--- src/sv/spfu_ram.sv ---
`timescale 1ns / 1ps
`default_nettype none
// ----------------------------------------------------------------------------
// Generic RAM
// One write port, two read ports, registered read data.
// ----------------------------------------------------------------------------
module spfu_ram #(
   parameter int WIDTH = 8,
   parameter int DEPTH = 16
) (
   input  wire logic                     clock,
   input  wire logic                     wr_en,
   input  wire logic [$clog2(DEPTH)-1:0] wr_addr,
   input  wire logic [WIDTH-1:0]         wr_data,
   input  wire logic [$clog2(DEPTH)-1:0] rd_addr0,
   output logic      [WIDTH-1:0]         rd_data0,
   input  wire logic [$clog2(DEPTH)-1:0] rd_addr1,
   output logic      [WIDTH-1:0]         rd_data1
);

   logic [WIDTH-1:0] mem [DEPTH];

   always_ff @(posedge clock) begin
      if (wr_en) begin
         mem[wr_addr] <= wr_data;
      end
      rd_data0 <= mem[rd_addr0];
      rd_data1 <= mem[rd_addr1];
   end

endmodule
`default_nettype wire

--- config.mk ---
export PLATFORM = sky130hd
export DESIGN_NAME = spfu_ram
export DESIGN_NICKNAME = d
export VERILOG_FILES = /design/src/sv/spfu_ram.sv
export SDC_FILE = /design/constraint.sdc
export NUM_CORES = 1
export LEC_CHECK = 0
export BUFFER_PORTS_ARGS = -buffer_cell sky130_fd_sc_hd__buf_2
export CORE_MARGIN = 3
export CORE_UTILIZATION = 45
export CTS_CLUSTER_DIAMETER = 50
export DETAILED_ROUTE_END_ITERATION = 8
export HOLD_SLACK_MARGIN = 0.03
export SETUP_SLACK_MARGIN = 0.15
export SYNTH_ARGS = -nofsm -noshare
export SYNTH_HDL_FRONTEND = slang
export SYNTH_SLANG_ARGS = --single-unit
--- constraint.sdc ---
create_clock -name clock -period 1.9 [get_ports clock]
set_input_delay 0.19 -clock clock [delete_from_list [all_inputs] [get_ports clock]]
set_output_delay 0.19 -clock clock [all_outputs]
set_load 0.05 [all_outputs]
==> run metrics <==
setup violators final=0; worst vdd ir=0.649 mV; Synth Cell Area=6350 sq um; Design Power=7560 uW; vias in the first global route=3492; TritonCTS Buffers=17; Skew-Pair Late Insertion Delay=0.41 ns; number of setup buffers added after CTS=0; Yosys top cell area share=0.606; TNS Setup=0 ns; Synth area leaders=edfxtp_1 (61%), mux4_2 (12%), mux4_1 (12%); Final HPWL DP=9.17 mm; #FFs+latches synth=144; Critical Path RT=2.20 ns; Avg Cell Area, Syn=20.7 sq um; post-synthesis cell count=307; Post-CTS Hold Fix Bufs=0; Min-Delay Path Class=input pin to flip-flop; Fmax=680 MHz; clk root buf=clkbuf_16; crit-path max cell delay=0.60 ns; # resized after CTS=0; Power Density=1020 nW/um^2; Max Fanout on Critical Path=2; Worst EP arrival=1.77 ns; synth warn=0; gr usage total=0.190; Boundary Pins=38; Final Critical Period=1.47 ns; number of enable flip-flop cells after synthesis=128; 1st-pass router iterations=4; # port buffers=37; area of the die=15600 sq um; RSZ-0062 raised after global routing=false; antenna viol nets, final=0; Area Overhead vs Synth=16.9%; CP max-delay cell=mux4_4; drt drc=0; antenna cell count=0; Initial Utilization=0.470; Routed wire per std cell=25.1 um; dominant cell type by area after synthesis=edfxtp_1; Pins Over Slew Limit=0; Mapped Nets=329; first-pass GRT wire length=21.3 mm; status=completed; crit path buf inv count=0; top cells by count, synth=edfxtp_1 (128), mux4_2 (34), a22oi_1 (32); count leader, synth=edfxtp_1; crit share post-route=0.774; Slew HR=0.340; DRT iter0 DRCs=308; Die H=125 um; Top FF cell, synth=edfxtp_1; CP delay by family, top=multiplexers; Fin. Hold Viols=0; initial antenna violation count=0; pin count of the biggest net entering global routing=29; sequential area share after synthesis=0.656; layout cells sized above 1=0.344; crit end category=flip-flop; crit path kind=flip-flop to flip-flop; htree depth=4; global placement routability congestion=0.752; async set-reset flop share out of synthesis=0; CP Launch Type=flip-flop; clk sinks=144; Distinct cells, synth=20; gr ovfl total=0; FP Rows=42; P_leak=0.00259 uW; chip width=125 um; Max Cap Viol=0; Via density=6.03; worst slew pin tran=0.986 ns; clock slew at reported path FFs=0.06 ns; Nets=393; cells along the critical path=mux4_4 > a22oi_1 > nand2_1; CTS tree=yes; Final Skew=0.00718 ns; total wire length=14.1 mm; routed vias=3376; CTS Buffer Depth=2; core footprint=13500 sq um
[per-stage QoR]
stage | hold slack (ns) | setup WS [ns] | cells | utilization | cell area [sq um]
global route | 0.149 | 0.398 | 560 | 0.549 | 7420
detailed placement | 0.581 | 0.125 | 528 | 0.505 | 6830
CTS | 0.136 | 0.415 | 560 | 0.549 | 7420
global placement | 0.574 | 0.111 | 528 | 0.505 | 6830
finish | 0.146 | 0.429 | 560 | 0.549 | 7420
floorplan | 0.289 | 0.217 | 307 | - | 6350
[area by class of cell]
type / instances / area [sq um]
Timing Repair Buffer: 65 / 433
Clock inverter: 15 / 169
Fill cell: 1042 / 6080
Multi-Input combinational cell: 143 / 2010
Sequential cell: 144 / 4160
Clock buffer: 17 / 425
Tap cell: 176 / 220
[sequential cells by signal (all words and copies together), names as in the netlist]
name	cells
mem	128
rd_data0	8
rd_data1	8
[worst register-to-register path, cell delays in order, from the launching register on]
cell,delay (ns)
edfxtp_1,0.38
mux4_4,0.60
a22oi_1,0.30
nand2_1,0.08
[report_power, final]
part / internal (uW) / switching (uW)
combinational: 255 / 421
clock: 2050 / 1250
sequential: 3540 / 32.3
[kinds of logic after synthesis]
kind of cell           synth area share
AOI/OAI and AO/OA                0.0379
DFF                               0.656
buffers and inverters            0.0272
muxes                             0.244
and+or+nand+nor                  0.0343
[routing by layer]
layer  share of wire  vias to the layer above  wire length, um  track usage
li1                -                     1469                -            -
met4           0.013                        0              188       0.0625
met1            0.43                     1763             6020        0.260
met2            0.50                      129             7030        0.304
met3           0.060                       15              849       0.0455
met5               0                        -                0            0
[path summary, 6_finish.rpt]
path | startpoint | end | slack [ns] | cells after the start
worst max register to register | mem[3][7] | rd_data1[7] | 0.43 | 3
worst min-delay path | wr_data[5] | mem[7][5] | 0.15 | 1
worst max-delay path | mem[3][7] | rd_data1[7] | 0.43 | 3
worst min register to register | mem[4][3] | rd_data1[3] | 0.70 | 3
[layout by cell type (no fill, tap or decap), types with 3 or more instances in the layout]
cell	netlist	final
buf_4	2	25
bufinv_16	0	3
buf_2	6	37
nor3_1	4	4
nand2_1	17	17
a22oi_1	32	32
nor2_1	14	14
clkbuf_16	0	17
edfxtp_1	128	128
clkinvlp_4	0	4
dfxtp_1	16	16
mux4_1	28	28
buf_12	0	3
clkinv_2	0	3
mux4_2	34	34
No activity file was read; power rests on OpenSTA's default activity.
