$ cat src/sv/spfu_pkg.sv
`timescale 1ns / 1ps
`default_nettype none
// ----------------------------------------------------------------------------
// Spanning forest package
// Widths, row layout of the label and size memories, codes and helpers.
// ----------------------------------------------------------------------------
package spfu_pkg;

   localparam int MaxVertices = 1024;
   localparam int VtxW        = $clog2(MaxVertices);
   localparam int CntW        = VtxW + 1;
   localparam int SizeW       = CntW;
   localparam int WeightW     = 32;
   localparam int StatusW     = 2;
   localparam int LaneW       = 4;
   localparam int Lanes       = 1 << LaneW;
   localparam int RowW        = VtxW - LaneW;
   localparam int RowCount    = MaxVertices / Lanes;
   localparam int StepW       = RowW + 1;
   localparam int LabelRowW   = Lanes * VtxW;
   localparam int SizeRowW    = Lanes * SizeW;

   localparam logic OpEdge  = 1'b0;
   localparam logic OpClear = 1'b1;

   typedef enum logic [StatusW-1:0] {
      STATUS_TAKEN = 2'd0,
      STATUS_SAME  = 2'd1,
      STATUS_RANGE = 2'd2,
      STATUS_FULL  = 2'd3
   } status_type;

   typedef enum logic [2:0] {
      ST_INIT,
      ST_IDLE,
      ST_CLEAR,
      ST_LABEL,
      ST_SIZE,
      ST_SCAN,
      ST_DONE
   } state_type;

   typedef logic [Lanes-1:0][VtxW-1:0]  label_row_type;
   typedef logic [Lanes-1:0][SizeW-1:0] size_row_type;

   // merge command for the row relabel unit
   typedef struct packed {
      logic [VtxW-1:0] from_label;
      logic [VtxW-1:0] to_label;
   } relabel_cmd_type;

   function automatic label_row_type init_label_row(input logic [RowW-1:0] row);
      label_row_type r;
      for (int j = 0; j < Lanes; j++) begin
         r[j] = {row, LaneW'(j)};
      end
      return r;
   endfunction

   function automatic size_row_type init_size_row();
      size_row_type r;
      for (int j = 0; j < Lanes; j++) begin
         r[j] = SizeW'(1);
      end
      return r;
   endfunction

endpackage
`default_nettype wire

$ cat src/sv/spfu_relabel.sv
`timescale 1ns / 1ps
`default_nettype none
// ----------------------------------------------------------------------------
// Row relabel unit
// Replace every label of one memory row that matches the merged-away label.
// ----------------------------------------------------------------------------
module spfu_relabel (
   input  wire spfu_pkg::label_row_type   row_in,
   input  wire spfu_pkg::relabel_cmd_type cmd,
   output spfu_pkg::label_row_type        row_out
);
   import spfu_pkg::*;

   always_comb begin
      for (int j = 0; j < Lanes; j++) begin
         row_out[j] = (row_in[j] == cmd.from_label) ? cmd.to_label : row_in[j];
      end
   end

endmodule
`default_nettype wire

$ cat config.mk
export PLATFORM = sky130hd
export DESIGN_NAME = spfu_relabel
export DESIGN_NICKNAME = d
export VERILOG_FILES = /design/src/sv/spfu_pkg.sv /design/src/sv/spfu_relabel.sv
export SDC_FILE = /design/constraint.sdc
export NUM_CORES = 1
export LEC_CHECK = 0
export ABC_AREA = 1
export BUFFER_PORTS_ARGS = -buffer_cell sky130_fd_sc_hd__buf_2
export CORE_AREA = 3 3 131 133
export DETAILED_ROUTE_END_ITERATION = 7
export DIE_AREA = 0 0 134 136
export GPL_ROUTABILITY_DRIVEN = 0
export PLACE_DENSITY = 0.8
export SLEW_MARGIN = 20
export SYNTH_ARGS = -nofsm -noshare
export SYNTH_HDL_FRONTEND = slang
export SYNTH_SLANG_ARGS = --single-unit
$ cat constraint.sdc
create_clock -name vclk -period 1.8
set_input_delay 0.27 -clock vclk [all_inputs]
set_output_delay 0.27 -clock vclk [all_outputs]
set_load 0.02 [all_outputs]
==> metrics.md <==
| Metric | Value |
|---|---|
| Hold WC Path Type | `input port to output pin` |
| Critical path arrival | `1.82 ns` |
| Clk pwr share | `0` |
| RSZ-0062 raised after global routing | `yes` |
| Layout Utilization | `0.7489` |
| Switch Pwr | `2.185 mW` |
| Post-Place Cell Area | `8606 um^2` |
| Synth top area share | `0.3728` |
| Status | `finished with violations` |
| Setup WS pre-CTS | `-0.1246 ns` |
| Detailed router's first-iteration violation count | `1833` |
| Fmax | `477.9 MHz` |
| Post-Layout Cell Count | `1951` |
| DRT Pass-1 Iters | `8` |
| Post-DRT Antenna Nets | `0` |
| Nets | `1915` |
| Cell area power density | `286.1 nW/um^2` |
| Fin Hold WS | `0.8851 ns` |
| Via density | `6.412` |
| Number of library cell types mapped by synthesis | `23` |
| Total gr overflow | `0` |
| Critical-path maximum fanout | `8` |
| Post-Syn Area | `6615 um^2` |
| Synth area leader | `nand2_1` |
| Post-route setup TNS | `-11.38 ns` |
| Pint | `1.231 mW` |
| Area Growth Syn to Fin | `80.48%` |
| Min Tclk post-route | `2.092 ns` |
| Seq pwr share | `0` |
| Crit. End Element | `output pin` |
| Switching Fraction | `0.6397` |
| Max Slew Vio Count | `0` |
| Failing checks | `DRC, setup timing` |
| Syn nets | `1533` |
| Reg area | `0 um^2` |
| Critical path class | `input port to output pin` |
| Placed cells | `1895` |
| Final Instance Area | `11940 um^2` |
| First-pass GRT wire length | `50830 um` |
| # DRC | `15` |
| WL per Instance | `25.10 um` |
| Overall Power | `3.416 mW` |
| Worst Max-Slew Pin Slew | `0.6657 ns` |
| # setup viols final | `139` |
| VDD IR-drop max | `0.3058 mV` |
| All-Layer GR Usage | `0.3571` |
| Top-count cell post-synth | `nand2_1` |
| Die Wd | `134 um` |
| Port Buffers | `340` |
| Vias in the first global route | `9905` |
| Die Span Y | `136 um` |
| Hold violation total from the final report | `0` |
| Sequential cell count | `0` |
| Slew margin rel. | `0.5562` |
| Cts-stage hold buffer count | `0` |
| Ys Warns | `0` |
| Max cap viols | `0` |
| Ranking of synthesized cells by area | `nand2_1 (37%), o21bai_1 (16%), nand3_1 (11%)` |
| Final worst slack | `-0.2925 ns` |
| Startpoint types | `input port` |
| DP HPWL | `25620 um` |
| Largest net degree at the start of global routing | `17` |
| Share of cells above drive strength 1 | `0.4986` |
| Core ar. | `15940 um^2` |
| I/O pin cnt | `340` |
| Synth top cells by count | `nand2_1 (657), inv_1 (158), nand3_1 (150)` |
| Row cnt | `46` |
| Initial antenna violation count | `2` |
| Avg Inst Size Synth | `4.889 um^2` |
| Leakage | `6.400 nW` |
| Combinational Power Share | `1.000` |
| Sequential share of the synthesized area | `0` |
| Syn Inst Count | `1353` |
| Tcrit/Tclk final | `1.162` |
| WP data required | `1.53 ns` |
| Total Routed Length | `48970 um` |
| Initial Util | `0.4149` |
| Die Area | `18220 um^2` |
| CLK BUF | `0` |
| Via count | `12509` |
cells by family (layout without fill, tap and decap cells):
group	count (synthesis)	in the layout	synth area share
buffers and inverters	261	618	0.1810
AOI/OAI and AO/OA	141	141	0.1596
xor gates and xnor gates	6	6	0.007944
and+or+nand+nor	945	968	0.6514
other	0	2	0
cell usage in the layout, fill, tap and decap left out, drive strengths merged:
cell,synthesis,final
nand2,676,676
buf,55,414
inv,188,189
nand3,167,176
o21bai,140,140
nor2,92,106
nand4,10,10
clkbuf,12,10
clkinv,6,5
xnor2,4,4
diode,0,2
xor2,2,2
a21oi,1,1
power by group through the flow:
stage / Clock (mW) / Combinational, mW / Sequential (mW)
2_1_floorplan: 0 / 1.41 / 0
4_1_cts: 0 / 2.42 / 0
3_5_place_dp: 0 / 2.19 / 0
3_3_place_gp: 0 / 2.16 / 0
5_1_grt: 0.0000000698 / 3.51 / 0
6_report: 0.0000000725 / 3.42 / 0
metal layers:
layer | GRT usage | wire length (um)
met5 | 0 | 34
met4 | 0.2566 | 6344
met3 | 0.05811 | 7763
met2 | 0.6432 | 21110
met1 | 0.3778 | 13720
worst paths after layout:
path                        start           end  cells after the start
worst min-delay path  row_in[104]  row_out[104]                      4
worst max-delay path      cmd[11]  row_out[145]                      9
layout make-up:
cell class,count,area (um^2)
tap,216,270.3
fill,987,4004
antenna,2,5.005
timing repair buffer,424,3491
inverter,194,823.3
multi-input combinational,1115,7350
repair_timing:
item / CTS / global route
pin swaps: 40 / 229
buffers inserted: 0 / 19
endpoints found under the setup margin: 140 / 160
resized for setup: 142 / 606
cloned: 12 / 23
critical path, stage by stage:
cell       delay, ns
buf_12          0.12
clkbuf_16       0.18
nand2_4         0.10
nand2_4         0.07
nor2_4          0.22
nand3_2         0.24
o21bai_1        0.30
nand2_1         0.13
buf_4           0.18
Note: power is estimated with default switching activity, not from simulation.
